### config.mk
export PLATFORM = sky130hd
export DESIGN_NAME = het_ctrl
export DESIGN_NICKNAME = d
export VERILOG_FILES = /design/src/rtl/het_pkg.sv /design/src/rtl/het_ctrl.sv
export SDC_FILE = /design/constraint.sdc
export NUM_CORES = 1
export LEC_CHECK = 0
export BUFFER_PORTS_ARGS = -buffer_cell sky130_fd_sc_hd__clkbuf_2
export CORE_MARGIN = 10
export CORE_UTILIZATION = 42
export DETAILED_ROUTE_END_ITERATION = 16
export HOLD_SLACK_MARGIN = 0.15
export PLACE_DENSITY = 0.75
export SETUP_SLACK_MARGIN = 0.15
export SLEW_MARGIN = 10
export SYNTH_ARGS = -nofsm -noshare
export SYNTH_HDL_FRONTEND = slang
export SYNTH_SLANG_ARGS = --single-unit
### constraint.sdc
create_clock -name clock -period 1.4 [get_ports clock]
set_input_delay 0.14 -clock clock [delete_from_list [all_inputs] [get_ports clock]]
set_output_delay 0.14 -clock clock [all_outputs]
set_load 0.01 [all_outputs]
### src/rtl/het_pkg.sv
// Shared types, codes and constants of the hysteresis edge tracking core.
package het_pkg;

   localparam int unsigned PIX_AW      = 16;
   localparam int unsigned STORE_DEPTH = 65536;
   localparam int unsigned CNT_W       = 17;
   localparam int unsigned DIM_W       = 9;
   localparam int unsigned LVL_W       = 16;
   localparam int unsigned THR_W       = 8;
   localparam int unsigned EDGE_W      = 8;

   typedef logic [1:0] cmd_type;
   localparam cmd_type CMD_LOAD = 2'd0;
   localparam cmd_type CMD_RUN  = 2'd1;
   localparam cmd_type CMD_READ = 2'd2;

   typedef logic [1:0] reg_index_type;
   localparam reg_index_type REG_IMAGE_WIDTH    = 2'd0;
   localparam reg_index_type REG_IMAGE_HEIGHT   = 2'd1;
   localparam reg_index_type REG_LOW_THRESHOLD  = 2'd2;
   localparam reg_index_type REG_HIGH_THRESHOLD = 2'd3;

   typedef logic [1:0] label_type;
   localparam label_type LBL_NONE   = 2'd0;
   localparam label_type LBL_WEAK   = 2'd1;
   localparam label_type LBL_STRONG = 2'd2;

   localparam logic [EDGE_W-1:0] EDGE_ON  = 8'hFF;
   localparam logic [EDGE_W-1:0] EDGE_OFF = 8'h00;

   typedef logic [3:0] nb_type;
   localparam nb_type NB_FIRST  = 4'd0;
   localparam nb_type NB_CENTER = 4'd4;
   localparam nb_type NB_LAST   = 4'd8;

   typedef struct packed {
      logic [PIX_AW-1:0] idx;
      logic [DIM_W-1:0]  y;
      logic [DIM_W-1:0]  x;
   } stk_entry_type;

   typedef struct packed {
      logic load_we;
      logic read_issue;
      logic scan_reset;
      logic label_step;
      logic scan_read;
      logic scan_advance;
      logic push_scan;
      logic pop;
      logic latch_cur;
      logic nb_issue;
      logic nb_advance;
      logic nb_mark;
      logic run_done;
   } ctl_type;

   typedef struct packed {
      logic scan_end;
      logic scan_strong;
      logic stack_empty;
      logic nb_valid;
      logic nb_last;
      logic nb_weak;
   } sts_type;

   function automatic logic [1:0] nb_dy(input nb_type nb);
      logic [1:0] d;
      case (nb)
         4'd0, 4'd1, 4'd2: d = 2'd0;
         4'd3, 4'd4, 4'd5: d = 2'd1;
         default:          d = 2'd2;
      endcase
      return d;
   endfunction

   function automatic logic [1:0] nb_dx(input nb_type nb);
      logic [1:0] d;
      case (nb)
         4'd0, 4'd3, 4'd6: d = 2'd0;
         4'd1, 4'd4, 4'd7: d = 2'd1;
         default:          d = 2'd2;
      endcase
      return d;
   endfunction

endpackage

### src/rtl/het_ctrl.sv
// Controller state machine: command decode, labelling pass, scan and flood fill sequencing.
module het_ctrl (
   input  logic             clock,
   input  logic             reset,
   input  logic             start,
   input  het_pkg::cmd_type command,
   output logic             busy,
   output het_pkg::ctl_type ctl,
   input  het_pkg::sts_type sts
);

   import het_pkg::*;

   typedef enum logic [8:0] {
      S_IDLE     = 9'b000000001,
      S_LABEL    = 9'b000000010,
      S_SCAN_RD  = 9'b000000100,
      S_SCAN_CHK = 9'b000001000,
      S_POP      = 9'b000010000,
      S_POP_WAIT = 9'b000100000,
      S_NB_RD    = 9'b001000000,
      S_NB_CHK   = 9'b010000000,
      S_DONE     = 9'b100000000
   } state_type;

   state_type state_ff;
   state_type state_in;

   always_comb begin
      ctl      = '0;
      state_in = state_ff;
      case (state_ff)
         S_IDLE: begin
            if (start) begin
               case (command)
                  CMD_LOAD: ctl.load_we = 1'b1;
                  CMD_READ: ctl.read_issue = 1'b1;
                  CMD_RUN: begin
                     ctl.scan_reset = 1'b1;
                     state_in       = S_LABEL;
                  end
                  default: ;
               endcase
            end
         end
         S_LABEL: begin
            if (sts.scan_end) begin
               ctl.scan_reset = 1'b1;
               state_in       = S_SCAN_RD;
            end else begin
               ctl.label_step = 1'b1;
            end
         end
         S_SCAN_RD: begin
            if (sts.scan_end) begin
               state_in = S_DONE;
            end else begin
               ctl.scan_read = 1'b1;
               state_in      = S_SCAN_CHK;
            end
         end
         S_SCAN_CHK: begin
            ctl.scan_advance = 1'b1;
            if (sts.scan_strong) begin
               ctl.push_scan = 1'b1;
               state_in      = S_POP;
            end else begin
               state_in = S_SCAN_RD;
            end
         end
         S_POP: begin
            if (sts.stack_empty) begin
               state_in = S_SCAN_RD;
            end else begin
               ctl.pop  = 1'b1;
               state_in = S_POP_WAIT;
            end
         end
         S_POP_WAIT: begin
            ctl.latch_cur = 1'b1;
            state_in      = S_NB_RD;
         end
         S_NB_RD: begin
            if (sts.nb_valid) begin
               ctl.nb_issue = 1'b1;
               state_in     = S_NB_CHK;
            end else if (sts.nb_last) begin
               state_in = S_POP;
            end else begin
               ctl.nb_advance = 1'b1;
            end
         end
         S_NB_CHK: begin
            ctl.nb_mark = sts.nb_weak;
            if (sts.nb_last) begin
               state_in = S_POP;
            end else begin
               ctl.nb_advance = 1'b1;
               state_in       = S_NB_RD;
            end
         end
         S_DONE: begin
            ctl.run_done = 1'b1;
            state_in     = S_IDLE;
         end
         default: state_in = S_IDLE;
      endcase
   end

   always_ff @(posedge clock) begin
      if (reset) begin
         state_ff <= S_IDLE;
      end else begin
         state_ff <= state_in;
      end
   end

   assign busy = (state_ff != S_IDLE);

endmodule

==> summary.md <==
| Metric | Value |
|---|---|
| DR vias | `1003` |
| Simple-Gate Fraction of Synth Area | `0.524` |
| R2R setup slack | `-0.40 ns` |
| Worst EP arrival | `1.70 ns` |
| Final wirelength | `4090 um` |
| Die Area | `0.00357 mm2` |
| Core footprint | `0.00151 mm2` |
| Total grt overflow | `0` |
| R2R cell count | `7` |
| Largest register FFs | `9` |
| Top reg by flops | `state_ff` |
| Violated checks | `negative setup slack` |
| Drt pass-1 iters | `4` |
| Fin cells | `159` |
| Num rows | `14` |
| Reg2Reg Capture Point | `state_ff[2]` |
| Worst Hold Path EP | `state_ff[4]` |
| Final period utilization | `1.31` |
| Final TNS setup | `-6.05 ns` |
| DR vias/cell | `6.31` |
| CP Max Fanout | `3` |
| Max Cap Viol | `0` |
| Num Clock Sinks | `9` |
| First-pass GRT wire length | `5280 um` |
| Hold_ws | `0.203 ns` |
| RR Startpoint | `state_ff[5]` |
| Die Wd | `59.8 um` |
| Area grow syn2layout | `113%` |
| CTS tree | `done` |
| Setup ws final | `-0.436 ns` |
| Clock Skew | `0.00297 ns` |
| Layout cells sized above 1 | `0.727` |
| Post-Syn Instances | `81` |
| Iteration-0 DRC Markers | `49` |
| Status | `finished with violations` |
| Placer Congestion | `0.838` |
| Initial antenna violation count | `0` |
| Total track usage | `0.197` |
| Grt peak-use layer | `met2` |
| Slew Limit Fails | `0` |
| Maximum clock insertion buffer count | `2` |
| Post-synthesis adder-cell area fraction | `0` |
| CP max stage delay | `0.52 ns` |
| Slowest-stage cell, CP | `or4_4` |
| Worst setup EP type | `output port` |
| Largest family of logic cells by synthesized area | `simple AND/OR/NAND/NOR gates` |
| Crit Path Class | `flip-flop to output port` |
| Routed Antenna Nets | `0` |
| Synth cell types | `34` |
| Synthesis Warnings | `0` |
| Remaining DRCs | `0` |
| Largest net degree at the start of global routing | `10` |
| Tot Pwr | `0.000663 W` |
| Avg WL per Cell | `25.7 um` |
| Synth Area in Compound Gates | `0.113` |
| Critical Path RT | `1.26 ns` |
| Root buf cell | `clkbuf_4` |
| Setup WS pre-CTS | `-0.103 ns` |
| RSZ-0062 raised after global routing | `yes` |
| Maximum VDD drop | `438 uV` |
| Worst skew pair latency | `0.26 ns` |
| Filler cell count | `50` |
| CP Launch Type | `flip-flop` |
| H-tree levels | `1` |
| Sequential area share after synthesis | `0.271` |
| Final number of hold-violating endpoints | `0` |
| Port buffer count | `24` |
| Leak Pwr | `0.616 nW` |
| Die H | `59.8 um` |
| Post-Syn Area | `664 um2` |
| Met1 Use GR | `0.214` |
| Grt met2 use | `0.338` |
| Worst slew pin tran | `0.361 ns` |
| Initial core utilization | `0.441` |
| CP Cell Sequence | `nor3_4 -> nand3b_4 -> or4_4 -> inv_2 -> buf_6` |
| Hold path start | `sts[1]` |
| # setup viols final | `22` |
| Hold path cells | `3` |
| Worst Hold Class | `input pin to flip-flop` |
| Clk slew on worst S/H paths | `0.07 ns` |
| Post-synthesis mux area share | `0.0151` |
| Ant. Diodes | `0` |
| Vias in the first global route | `999` |
| Power density cells | `468 mW/mm2` |
| Max Fclk | `0.545 GHz` |
| Relative slew slack | `0.758` |
| Nets | `155` |
| Dpl cells | `136` |
| Yosys reg bits | `9` |
| Syn avg cell area | `8.20 um2` |
| Fin crit period | `1.84 ns` |
| Post-DP HPWL | `1750 um` |
| Synth Area in XOR/XNOR | `0.0264` |
| Total CTS buffers | `3` |
| Syn nets | `92` |
| Leading registers by flop count | `state_ff x9` |
| Met3 Usage GRT | `0.0424` |
| I/O pins | `25` |
==> metal layers <==
layer / part of all wire / vias to the layer above
met4: 0.067 / 0
li1: - / 422
met5: 0 / -
met1: 0.34 / 479
met2: 0.50 / 75
met3: 0.093 / 27
==> power by group <==
part	leakage (nW)	total [W]	internal [W]	switching, W
clock network	0.0150	0.000218	0.000110	0.000108
registers	0.0758	0.000261	0.000259	0.00000266
logic	0.526	0.000184	0.0000870	0.0000969
total	0.616	0.000663	0.000456	0.000207
==> cell usage after synthesis <==
| cell | n | area share |
|---|---|---|
| nand2_1 | 10 | 0.057 |
| dfxtp_1 | 9 | 0.27 |
| nor2_1 | 7 | 0.040 |
| a21oi_1 | 5 | 0.038 |
| and2_1 | 4 | 0.038 |
| nor2b_1 | 4 | 0.038 |
| nor3_1 | 4 | 0.030 |
| nor3b_1 | 4 | 0.045 |
| inv_1 | 3 | 0.017 |
| buf_6 | 2 | 0.034 |
| nand3_1 | 2 | 0.015 |
| nand4b_1 | 2 | 0.026 |
| o21ai_0 | 2 | 0.015 |
| o221ai_1 | 2 | 0.026 |
| xor2_1 | 2 | 0.026 |
| a31oi_1 | 1 | 0.0094 |
| and3_2 | 1 | 0.011 |
| and3b_1 | 1 | 0.013 |
| and4b_1 | 1 | 0.015 |
| and4bb_2 | 1 | 0.019 |
| mux2i_1 | 1 | 0.015 |
| nand2b_1 | 1 | 0.0094 |
| nand3b_1 | 1 | 0.011 |
| nand3b_2 | 1 | 0.017 |
| nor3_4 | 1 | 0.024 |
| nor4_1 | 1 | 0.0094 |
| nor4_4 | 1 | 0.032 |
| nor4b_1 | 1 | 0.013 |
| nor4b_2 | 1 | 0.023 |
| o21a_1 | 1 | 0.011 |
| o32ai_1 | 1 | 0.013 |
| or2_2 | 1 | 0.0094 |
| or4_1 | 1 | 0.011 |
| or4_4 | 1 | 0.017 |
==> through the flow <==
stage / area (um2) / utilization
after floorplan: 727 / -
after global routing: 1420 / 0.941
final: 1420 / 0.941
after detailed placement: 972 / 0.645
after global placement: 972 / 0.645
after CTS: 1320 / 0.879
==> layout by cell type (no fill, tap or decap), drive strengths merged, types with 3 or more instances in the layout <==
cell type / Yosys / layout
nor2b: 4 / 4
a21oi: 5 / 5
inv: 3 / 3
nor3: 5 / 5
nor2: 7 / 7
nor3b: 4 / 4
and2: 4 / 4
buf: 2 / 46
clkbuf: 0 / 16
nand2: 10 / 10
dfxtp: 9 / 9
==> cells by family after synthesis <==
family | count (synthesis)
mux | 1
xor+xnor | 2
flops | 9
buf+inv | 5
simple gates | 52
compound gates | 12
==> worst max-delay path: cells and delay by family, from the launching register on <==
family / cells / cell delay [ns]
flops: 1 / 0.34
simple gates: 3 / 0.92
buf+inv: 2 / 0.17
==> layout make-up <==
cell class                      instances  area, um2  area share
Sequential cell                         9        188       0.132
Multi-Input combinational cell         67        687       0.485
Tap cell                               16       20.0      0.0141
Timing Repair Buffer                   60        485       0.342
Clock buffer                            4       26.3      0.0185
Inverter                                3       11.3     0.00794
==> worst max path at each step <==
stage,startpoint,to,depth (start not counted)
floorplan,state_ff[6],ctl[6],4
global placement,state_ff[5],state_ff[4],5
detailed placement,state_ff[8],ctl[12],6
CTS,state_ff[2],ctl[12],6
global route,state_ff[8],ctl[10],8
finish,state_ff[5],ctl[6],5
==> repair_timing <==
action                                 CTS  global route
gates cloned                             0             0
endpoints found under the hold margin    3             0
resized for setup                       44            24
setup endpoints to repair               22            23
setup buffers                           13             4
pin swaps                               16             5
hold buffers                             2             0
No activity file was read; power rests on OpenSTA's default activity.
